File: src/assert_macros.svh
// Assertion helpers for the upload sender; included by ufu_burst.
// Each macro expands to one labeled concurrent assertion on a rising clock edge.
`ifndef ASSERT_MACROS_SVH
`define ASSERT_MACROS_SVH

// Same-cycle implication, disabled while reset is low.
`define ASSERT_NOW(label, clk, rstn, ante, cons, msg) \
    label: assert property (@(posedge clk) disable iff (!rstn) (ante) |-> (cons)) \
        else $error(msg);

// Next-cycle implication, disabled while reset is low.
`define ASSERT_NEXT(label, clk, rstn, ante, cons, msg) \
    label: assert property (@(posedge clk) disable iff (!rstn) (ante) |=> (cons)) \
        else $error(msg);

`endif

File: src/ufu_pkg.sv
// Shared types, codes and helpers for the firmware upload sender.
// No dependencies; used by ufu_core, ufu_burst and the top level.
`timescale 1ns / 1ps

package ufu_pkg;

    localparam int MAX_RESULTS = 5;
    localparam int CNT_W       = $clog2(MAX_RESULTS + 1);
    localparam int POS_W       = $clog2(MAX_RESULTS);
    localparam int CFG_IDX_W   = 3;
    localparam int CFG_DATA_W  = 16;

    // link commands
    localparam logic [7:0] LINK_CONNECT = 8'hAA;
    localparam logic [7:0] LINK_INFO    = 8'hBB;
    localparam logic [7:0] LINK_DATA    = 8'hCC;
    localparam logic [7:0] LINK_END     = 8'hDD;

    // input opcodes
    localparam logic [1:0] OP_START   = 2'd0;
    localparam logic [1:0] OP_PAYLOAD = 2'd1;
    localparam logic [1:0] OP_REPLY   = 2'd2;
    localparam logic [1:0] OP_TICK    = 2'd3;

    // result status
    localparam logic [1:0] ST_RUNNING = 2'd0;
    localparam logic [1:0] ST_SUCCESS = 2'd1;
    localparam logic [1:0] ST_FAILED  = 2'd2;

    // failing stage
    localparam logic [2:0] STG_NONE    = 3'd0;
    localparam logic [2:0] STG_CONNECT = 3'd1;
    localparam logic [2:0] STG_ERASE   = 3'd2;
    localparam logic [2:0] STG_CHUNK   = 3'd3;
    localparam logic [2:0] STG_END     = 3'd4;

    // register indexes
    localparam logic [CFG_IDX_W-1:0] REG_ACK_CODE        = 3'd0;
    localparam logic [CFG_IDX_W-1:0] REG_CONNECT_TIMEOUT = 3'd1;
    localparam logic [CFG_IDX_W-1:0] REG_ERASE_TIMEOUT   = 3'd2;
    localparam logic [CFG_IDX_W-1:0] REG_PACKET_TIMEOUT  = 3'd3;
    localparam logic [CFG_IDX_W-1:0] REG_END_TIMEOUT     = 3'd4;

    typedef enum logic [2:0] {
        PH_IDLE         = 3'd0,
        PH_WAIT_CONNECT = 3'd1,
        PH_WAIT_ERASE   = 3'd2,
        PH_DATA         = 3'd3,
        PH_WAIT_CHUNK   = 3'd4,
        PH_WAIT_END     = 3'd5,
        PH_DONE         = 3'd6,
        PH_FAILED       = 3'd7
    } phase_t;

    typedef struct packed {
        logic [1:0]  opcode;
        logic [31:0] image_length;
        logic [7:0]  payload_byte;
        logic [7:0]  reply_byte;
    } in_t;

    typedef struct packed {
        logic       tx_valid;
        logic [7:0] tx_byte;
        logic [1:0] status;
        logic [2:0] fail_stage;
        logic       last;
    } out_t;

    typedef struct packed {
        logic [7:0]  ack_code;
        logic [15:0] connect_timeout;
        logic [15:0] erase_timeout;
        logic [15:0] packet_timeout;
        logic [15:0] end_timeout;
    } cfg_t;

    // one item's worth of results, handed from the core to the burst stage
    typedef struct packed {
        logic [CNT_W-1:0]             count;
        out_t [MAX_RESULTS-1:0]       res;
    } burst_t;

    function automatic out_t tx_res(input logic [7:0] b);
        out_t r;
        r.tx_valid   = 1'b1;
        r.tx_byte    = b;
        r.status     = ST_RUNNING;
        r.fail_stage = STG_NONE;
        r.last       = 1'b0;
        return r;
    endfunction

    function automatic out_t status_res(input logic [1:0] st, input logic [2:0] stg);
        out_t r;
        r.tx_valid   = 1'b0;
        r.tx_byte    = 8'd0;
        r.status     = st;
        r.fail_stage = stg;
        r.last       = 1'b0;
        return r;
    endfunction

endpackage

File: src/ufu_core.sv
// Upload protocol state and per-item result generation.
// Depends on ufu_pkg; feeds a burst of results to ufu_burst.
`timescale 1ns / 1ps

module ufu_core #(
    parameter int CHUNK_SIZE = 128
) (
    input  logic            aclk,
    input  logic            aresetn,
    input  logic            accept,
    input  ufu_pkg::in_t    item,
    input  ufu_pkg::cfg_t   cfg,
    output ufu_pkg::burst_t burst
);
    import ufu_pkg::*;

    localparam logic [31:0] CHUNK_LEN = 32'(CHUNK_SIZE);

    phase_t      phase_reg, phase_next;
    logic [31:0] remaining_reg, remaining_next;
    logic [7:0]  frame_size_reg, frame_size_next;
    logic [7:0]  chunk_cnt_reg, chunk_cnt_next;
    logic [7:0]  chunk_xor_reg, chunk_xor_next;
    logic [7:0]  image_xor_reg, image_xor_next;
    logic [15:0] timer_reg, timer_next;

    logic        waiting;
    logic [2:0]  stage;
    logic [7:0]  frame_len;
    logic [7:0]  cnt_inc;
    logic [7:0]  xor_inc;

    always_comb begin
        waiting = (phase_reg == PH_WAIT_CONNECT) || (phase_reg == PH_WAIT_ERASE) ||
                  (phase_reg == PH_WAIT_CHUNK) || (phase_reg == PH_WAIT_END);
        case (phase_reg)
            PH_WAIT_CONNECT: stage = STG_CONNECT;
            PH_WAIT_ERASE:   stage = STG_ERASE;
            PH_WAIT_CHUNK:   stage = STG_CHUNK;
            PH_WAIT_END:     stage = STG_END;
            default:         stage = STG_NONE;
        endcase
        frame_len = (remaining_reg > CHUNK_LEN) ? CHUNK_LEN[7:0] : remaining_reg[7:0];
        cnt_inc   = chunk_cnt_reg + 8'd1;
        xor_inc   = chunk_xor_reg ^ item.payload_byte;
    end

    always_comb begin
        phase_next      = phase_reg;
        remaining_next  = remaining_reg;
        frame_size_next = frame_size_reg;
        chunk_cnt_next  = chunk_cnt_reg;
        chunk_xor_next  = chunk_xor_reg;
        image_xor_next  = image_xor_reg;
        timer_next      = timer_reg;
        burst           = '0;

        if (accept) begin
            case (item.opcode)
                OP_START: begin
                    remaining_next  = item.image_length;
                    frame_size_next = 8'd0;
                    chunk_cnt_next  = 8'd0;
                    chunk_xor_next  = 8'd0;
                    image_xor_next  = 8'd0;
                    burst.res[0]    = tx_res(LINK_CONNECT);
                    burst.count     = CNT_W'(1);
                    phase_next      = PH_WAIT_CONNECT;
                    timer_next      = cfg.connect_timeout;
                end
                OP_PAYLOAD: begin
                    if (phase_reg == PH_DATA) begin
                        burst.res[0]   = tx_res(item.payload_byte);
                        burst.count    = CNT_W'(1);
                        chunk_xor_next = xor_inc;
                        image_xor_next = image_xor_reg ^ item.payload_byte;
                        chunk_cnt_next = cnt_inc;
                        if (remaining_reg != 32'd0) begin
                            remaining_next = remaining_reg - 32'd1;
                        end
                        // chunk complete: append its checksum and wait
                        if (cnt_inc >= frame_size_reg) begin
                            burst.res[1] = tx_res(xor_inc);
                            burst.count  = CNT_W'(2);
                            phase_next   = PH_WAIT_CHUNK;
                            timer_next   = cfg.packet_timeout;
                        end
                    end
                end
                OP_REPLY: begin
                    if (waiting) begin
                        if (item.reply_byte != cfg.ack_code) begin
                            burst.res[0] = status_res(ST_FAILED, stage);
                            burst.count  = CNT_W'(1);
                            phase_next   = PH_FAILED;
                            timer_next   = 16'd0;
                        end else begin
                            case (phase_reg)
                                PH_WAIT_CONNECT: begin
                                    burst.res[0] = tx_res(LINK_INFO);
                                    burst.res[1] = tx_res(remaining_reg[31:24]);
                                    burst.res[2] = tx_res(remaining_reg[23:16]);
                                    burst.res[3] = tx_res(remaining_reg[15:8]);
                                    burst.res[4] = tx_res(remaining_reg[7:0]);
                                    burst.count  = CNT_W'(5);
                                    phase_next   = PH_WAIT_ERASE;
                                    timer_next   = cfg.erase_timeout;
                                end
                                PH_WAIT_ERASE, PH_WAIT_CHUNK: begin
                                    burst.count = CNT_W'(2);
                                    if (remaining_reg == 32'd0) begin
                                        burst.res[0] = tx_res(LINK_END);
                                        burst.res[1] = tx_res(image_xor_reg);
                                        phase_next   = PH_WAIT_END;
                                        timer_next   = cfg.end_timeout;
                                    end else begin
                                        frame_size_next = frame_len;
                                        chunk_cnt_next  = 8'd0;
                                        chunk_xor_next  = 8'd0;
                                        burst.res[0]    = tx_res(LINK_DATA);
                                        burst.res[1]    = tx_res(frame_len);
                                        phase_next      = PH_DATA;
                                        timer_next      = 16'd0;
                                    end
                                end
                                default: begin
                                    burst.res[0] = status_res(ST_SUCCESS, STG_NONE);
                                    burst.count  = CNT_W'(1);
                                    phase_next   = PH_DONE;
                                    timer_next   = 16'd0;
                                end
                            endcase
                        end
                    end
                end
                default: begin
                    if (waiting) begin
                        if (timer_reg <= 16'd1) begin
                            burst.res[0] = status_res(ST_FAILED, stage);
                            burst.count  = CNT_W'(1);
                            phase_next   = PH_FAILED;
                            timer_next   = 16'd0;
                        end else begin
                            timer_next = timer_reg - 16'd1;
                        end
                    end
                end
            endcase
        end

        for (int i = 0; i < MAX_RESULTS; i++) begin
            burst.res[i].last = (burst.count == CNT_W'(i + 1));
        end
    end

    always_ff @(posedge aclk) begin
        if (!aresetn) begin
            phase_reg      <= PH_IDLE;
            remaining_reg  <= 32'd0;
            frame_size_reg <= 8'd0;
            chunk_cnt_reg  <= 8'd0;
            chunk_xor_reg  <= 8'd0;
            image_xor_reg  <= 8'd0;
            timer_reg      <= 16'd0;
        end else begin
            phase_reg      <= phase_next;
            remaining_reg  <= remaining_next;
            frame_size_reg <= frame_size_next;
            chunk_cnt_reg  <= chunk_cnt_next;
            chunk_xor_reg  <= chunk_xor_next;
            image_xor_reg  <= image_xor_next;
            timer_reg      <= timer_next;
        end
    end

endmodule

File: src/ufu_burst.sv
// Result register: holds one item's burst and hands it out one transfer a cycle while m_ready is high.
// Depends on ufu_pkg and assert_macros.svh.
`timescale 1ns / 1ps
`include "assert_macros.svh"

module ufu_burst (
    input  logic            aclk,
    input  logic            aresetn,
    input  logic            load,
    input  ufu_pkg::burst_t burst,
    output logic            space,
    output logic            m_valid,
    input  logic            m_ready,
    output ufu_pkg::out_t   m_data
);
    import ufu_pkg::*;

    out_t             res_reg [MAX_RESULTS];
    logic [CNT_W-1:0] rem_reg, rem_next;
    logic [POS_W-1:0] pos_reg, pos_next;
    logic             take;
    logic             fill;

    assign m_valid = (rem_reg != '0);
    assign take    = m_valid && m_ready;
    // room when empty, or when the final transfer leaves this cycle
    assign space   = !m_valid || (m_ready && rem_reg == CNT_W'(1));
    assign fill    = load && (burst.count != '0);
    assign m_data  = res_reg[pos_reg];

    always_comb begin
        rem_next = rem_reg;
        pos_next = pos_reg;
        if (fill) begin
            rem_next = burst.count;
            pos_next = '0;
        end else if (take) begin
            rem_next = rem_reg - CNT_W'(1);
            pos_next = pos_reg + POS_W'(1);
        end
    end

    always_ff @(posedge aclk) begin
        if (!aresetn) begin
            rem_reg <= '0;
            pos_reg <= '0;
        end else begin
            rem_reg <= rem_next;
            pos_reg <= pos_next;
        end
    end

    always_ff @(posedge aclk) begin
        if (fill) begin
            for (int i = 0; i < MAX_RESULTS; i++) begin
                res_reg[i] <= burst.res[i];
            end
        end
    end

    `ASSERT_NOW(a_no_overwrite, aclk, aresetn, fill, space, "burst loaded over pending results")
    `ASSERT_NOW(a_last_marks_end, aclk, aresetn, m_valid, (m_data.last == (rem_reg == CNT_W'(1))), "last flag out of step with burst end")
    `ASSERT_NEXT(a_load_count, aclk, aresetn, fill, (rem_reg == $past(burst.count) && pos_reg == '0), "burst count not captured")

endmodule

File: src/uart_firmware_upload_sender.sv
// Top level of the firmware upload sender: configuration registers, core, result stage.
// Depends on ufu_pkg, ufu_core and ufu_burst.
//
//   channel  | signals                          | transfer when
//   ---------+----------------------------------+---------------------------
//   input    | s_valid, s_ready, s_data (in_t)  | s_valid && s_ready
//   result   | m_valid, m_ready, m_data (out_t) | m_valid && m_ready
//   config   | cfg_wr_en, cfg_index, cfg_wr_data| cfg_wr_en
//
// An item is processed in the cycle it is accepted; its 0 to 5 results are registered
// and offered from the next cycle, leaving one per cycle while m_ready is high. A new item is taken
// whenever the result register is empty or hands out its final result, so items
// giving at most one result run at one per cycle while m_ready is high; an item with more
// results holds off input until its final result leaves. Reset is synchronous, active low, with no clearing pass.
`timescale 1ns / 1ps

module uart_firmware_upload_sender #(
    parameter int CHUNK_SIZE = 128
) (
    input  logic                              aclk,
    input  logic                              aresetn,
    input  logic                              s_valid,
    output logic                              s_ready,
    input  ufu_pkg::in_t                      s_data,
    output logic                              m_valid,
    input  logic                              m_ready,
    output ufu_pkg::out_t                     m_data,
    input  logic                              cfg_wr_en,
    input  logic [ufu_pkg::CFG_IDX_W-1:0]     cfg_index,
    input  logic [ufu_pkg::CFG_DATA_W-1:0]    cfg_wr_data
);
    import ufu_pkg::*;

    cfg_t   cfg_reg;
    burst_t burst;
    logic   accept;
    logic   space;

    assign s_ready = space;
    assign accept  = s_valid && space;

    always_ff @(posedge aclk) begin
        if (!aresetn) begin
            cfg_reg.ack_code        <= 8'd121;
            cfg_reg.connect_timeout <= 16'd2000;
            cfg_reg.erase_timeout   <= 16'd5000;
            cfg_reg.packet_timeout  <= 16'd500;
            cfg_reg.end_timeout     <= 16'd2000;
        end else if (cfg_wr_en) begin
            case (cfg_index)
                REG_ACK_CODE:        cfg_reg.ack_code        <= cfg_wr_data[7:0];
                REG_CONNECT_TIMEOUT: cfg_reg.connect_timeout <= cfg_wr_data;
                REG_ERASE_TIMEOUT:   cfg_reg.erase_timeout   <= cfg_wr_data;
                REG_PACKET_TIMEOUT:  cfg_reg.packet_timeout  <= cfg_wr_data;
                REG_END_TIMEOUT:     cfg_reg.end_timeout     <= cfg_wr_data;
                default: ;
            endcase
        end
    end

    ufu_core #(
        .CHUNK_SIZE(CHUNK_SIZE)
    ) u_core (
        .aclk    (aclk),
        .aresetn (aresetn),
        .accept  (accept),
        .item    (s_data),
        .cfg     (cfg_reg),
        .burst   (burst)
    );

    ufu_burst u_burst (
        .aclk    (aclk),
        .aresetn (aresetn),
        .load    (accept),
        .burst   (burst),
        .space   (space),
        .m_valid (m_valid),
        .m_ready (m_ready),
        .m_data  (m_data)
    );

endmodule

File: config.mk
export PLATFORM = sky130hd
export DESIGN_NAME = uart_firmware_upload_sender
export DESIGN_NICKNAME = d
export VERILOG_FILES = /design/src/ufu_pkg.sv /design/src/ufu_core.sv /design/src/ufu_burst.sv /design/src/uart_firmware_upload_sender.sv
export VERILOG_INCLUDE_DIRS = /design/src /design/src/src
export SDC_FILE = /design/constraint.sdc
export NUM_CORES = 1
export LEC_CHECK = 0
export ABC_AREA = 1
export BUFFER_PORTS_ARGS = -buffer_cell sky130_fd_sc_hd__clkbuf_2
export CAP_MARGIN = 30
export CORE_UTILIZATION = 45
export CTS_CLUSTER_SIZE = 25
export DETAILED_ROUTE_END_ITERATION = 7
export PLACE_DENSITY = 0.65
export SLEW_MARGIN = 20
export SYNTH_ARGS = -nofsm -noshare
export SYNTH_HDL_FRONTEND = slang
export SYNTH_SLANG_ARGS = --single-unit
export TNS_END_PERCENT = 1
File: constraint.sdc
create_clock -name aclk -period 3.7 [get_ports aclk]
set_clock_uncertainty 0.05 [all_clocks]
set_input_delay 0.74 -clock aclk [delete_from_list [all_inputs] [get_ports aclk]]
set_output_delay 0.74 -clock aclk [all_outputs]
set_load 0.01 [all_outputs]
==> flow_metrics.py <==
metrics = {
    "power_and_ir_drop": {
        "p_leak_nw": 5.619,
        "ir_drop_mv": 0.5348,
        "powerDensity_nw_per_um2": 617.4,
    },
    "clocking": {
        "htree_levels": 1,
        "cts_buffers": 24,
        "tritoncts": "done",
        "clock_latency_ns": 0.52,
        "cts-hold-fix-buffers": 0,
        "postCtsSetupBuffers": 0,
        "cts_root_buffer": "clkbuf_16",
        "clkTransAtPathRegs_ns": 0.06,
        "cts_repair_resize_count": 0,
        "cts_sinks": 217,
        "cts_buffer_depth": 3,
    },
    "global_route": {
        "grt_first_pass_wirelength_mm": 52.43,
        "grt_max_degree": 102,
        "antenna_found_initial": 0,
        "grt_pass1_vias": 10080,
        "track_usage": 0.2467,
        "grt_overflow_total": 0,
    },
    "floorplan": {
        "coreArea_um2": 25400,
        "initial_utilization": 0.4621,
        "fp.dieH_um": 163.5,
        "std_cell_rows": 58,
        "io_pins": 91,
        "fp.dieW_um": 163.5,
        "dieArea_um2": 26730,
    },
    "timing": {
        "rsz0062_at_grt": "no",
        "fin_crit_sh": 0.8852,
        "slew_headroom": 0.4501,
        "maxSlewViolCount": 0,
        "finalSetupTns_ns": 0,
        "hold_viol": 0,
        "period_minus_slack_ns": 3.275,
        "fmax_ghz": 0.3053,
        "setup_viol": 0,
        "tightestPinTransition_ns": 0.8197,
    },
    "final_layout": {
        "fin_nets": 1818,
        "post-route-util": 0.5209,
        "area.growth.synth_to_final_pct": 12.73,
        "largest_register_ff_count": 72,
        "drive_above_1_share": 0.1257,
        "antenna_cells": 0,
    },
    "worst_setup_path": {
        "cp.arrival_ns": 3.42,
        "crit_path_end_kind": "flop",
        "critical_path_class": "flop to flop",
        "crit_path_top_delay_cell": "dfxtp_1",
        "cp_cell_sequence": "inv_1 > nor3_1 > inv_1 > nor2_1 > nand4_1 > xor2_1 > inv_1 > ha_1 > a21o_1 > nor2_1 > nand2_1 > nand2_1 > nand2_1 > nand2_1 > nand2_1 > nand2_1 > nor2_2 > inv_2 > buf_12",
        "required_ns": 3.85,
        "crit_fanout": 44,
        "cp_slowest_stage_delay_ns": 0.37,
        "crit_top_cell": "nand2_1",
        "crit_path_start_kind": "flop",
    },
    "min_path": {
        "hold_path.class": "flop to flop",
    },
    "synth": {
        "synth_edf_count": 53,
        "ys_async_sr_fraction": 0,
        "syn_inst": 1659,
        "syn_area_um2": 11740,
        "synth-seq-cells": 217,
        "synth_flop_cell": "dfxtp_1",
        "yosys_warnings": 0,
        "ys_seq_area_frac": 0.4154,
        "synth_nets": 1753,
        "netlist-cell-type-count": 50,
        "syn_avg_cell_area_um2": 7.074,
    },
    "routing": {
        "viasPerCell": 5.291,
        "wirelength_mm": 32.75,
        "drt_iter0_drc": 892,
        "wire_per_inst_um": 15.81,
        "ant_nets": 0,
        "remaining_drc_errors": 0,
        "drtPass1Iterations": 5,
        "vias": 10960,
    },
    "place": {
        "dp_hpwl_mm": 23.15,
        "gp_congestion": 0.8757,
        "io_buffers": 90,
    },
    "flow_run": {
        "maxCapViolations": 0,
    },
    "run_status": {
        "outcome": "complete, no violations",
    },
}
-- report_power, final --
part	leakage [nW]	switching, W	internal, W
registers	1.84	0.000196	0.00268
clock network	0.384	0.000972	0.00143
logic	3.39	0.00197	0.000917
-- worst paths after layout --
path                                              start                      end  slack, ns  depth (start not counted)
worst max-delay path            u_core.chunk_cnt_reg[0]   u_burst.res_reg[4][13]       0.42                         19
worst min-delay path            u_core.image_xor_reg[5]  u_core.image_xor_reg[5]       0.40                          1
worst max register to register  u_core.chunk_cnt_reg[0]   u_burst.res_reg[4][13]       0.42                         19
worst min register to register  u_core.image_xor_reg[5]  u_core.image_xor_reg[5]       0.40                          1
-- stage by stage --
stage	total power (W)	std cells	instance area, µm²	hold slack (ns)	worst slack, ns
3_5_place_dp	0.005790	2027	12410	0.3890	0.4436
3_3_place_gp	0.005758	2027	12410	0.3847	0.4772
5_1_grt	0.008695	2072	13230	0.4150	0.06351
2_1_floorplan	0.005037	1659	11740	0.3722	0.07486
4_1_cts	0.008192	2071	13200	0.3974	0.4129
6_report	0.008168	2072	13230	0.3970	0.4246
-- cells by family after synthesis --
| family | count (synthesis) | share of synthesized area |
|---|---|---|
| buffers and inverters | 266 | 0.09350 |
| AOI/OAI and AO/OA | 380 | 0.1783 |
| and+or+nand+nor | 744 | 0.2681 |
| xor gates and xnor gates | 31 | 0.02313 |
| DFF | 217 | 0.4154 |
| adders and majority gates | 20 | 0.02132 |
| other | 1 | 0.0003195 |
-- area by class of cell --
class,instances,area (µm²)
tap,330,412.9
timing repair buffer,112,648.1
multi-input combinational,1176,5767
inverter,193,737.0
clock inverter,10,101.3
clock buffer,34,689.4
sequential,217,4875
fill,2524,12170
-- cells in the final DEF (no fill, tap or decap), types with 16 or more instances in the layout --
master,count
nor2_1,242
dfxtp_1,164
a21oi_1,140
clkbuf_16,25
o21ai_0,160
ha_1,19
xor2_1,16
nand3_1,92
inv_1,178
edfxtp_1,53
o211ai_1,28
nor3_1,24
a31oi_1,16
nand2_1,325
clkbuf_2,90
buf_4,20
-- cells in the mapped netlist (2+ instances only) --
| master | number | area share |
|---|---|---|
| a21o_1 | 2 | 0.0013 |
| or2_2 | 13 | 0.0069 |
| nor3_1 | 24 | 0.010 |
| edfxtp_1 | 53 | 0.14 |
| a31oi_1 | 16 | 0.0085 |
| xnor2_1 | 15 | 0.011 |
| clkinv_1 | 3 | 0.00096 |
| o211ai_1 | 28 | 0.018 |
| buf_4 | 8 | 0.0051 |
| a21oi_1 | 140 | 0.060 |
| nand2_1 | 325 | 0.10 |
| nor2_2 | 15 | 0.0080 |
| o21ai_1 | 15 | 0.0064 |
| a311oi_2 | 2 | 0.0026 |
| ha_1 | 20 | 0.021 |
| inv_1 | 180 | 0.058 |
| o22ai_1 | 2 | 0.0011 |
| inv_2 | 7 | 0.0022 |
| nor3_4 | 2 | 0.0028 |
| dfxtp_1 | 164 | 0.28 |
| nand4_1 | 10 | 0.0053 |
| xor2_1 | 16 | 0.012 |
| o21a_1 | 3 | 0.0019 |
| buf_2 | 9 | 0.0038 |
| o21ai_0 | 160 | 0.068 |
| clkbuf_1 | 49 | 0.016 |
| o221ai_1 | 2 | 0.0015 |
| nand2_2 | 12 | 0.0064 |
| nand3_1 | 92 | 0.039 |
| nor2_1 | 242 | 0.077 |
| buf_6 | 6 | 0.0058 |
| nand3b_1 | 2 | 0.0013 |
| nor2_4 | 2 | 0.0019 |
| a21oi_2 | 2 | 0.0015 |
| o211ai_2 | 3 | 0.0032 |
-- per-layer routing --
layer | track usage | routed length, µm | part of all wire | up-vias
li1 | - | - | - | 5551
met1 | 0.3284 | 14650 | 0.45 | 5035
met2 | 0.4129 | 15280 | 0.47 | 325
met3 | 0.02996 | 1749 | 0.053 | 51
met4 | 0.08207 | 1073 | 0.033 | 0
met5 | 0 | 0 | 0 | -
-- worst max-delay path, delay by kind of cell, from the launching register on --
kind	cells	cell delay [ns]
AO/OA/AOI/OAI	1	0.16
XOR/XNOR	1	0.14
adder cells (fa/ha/maj)	1	0.29
buffers and inverters	5	0.69
flip-flops	1	0.37
AND/OR/NAND/NOR	11	1.25
(Power assumes the default switching activity.)
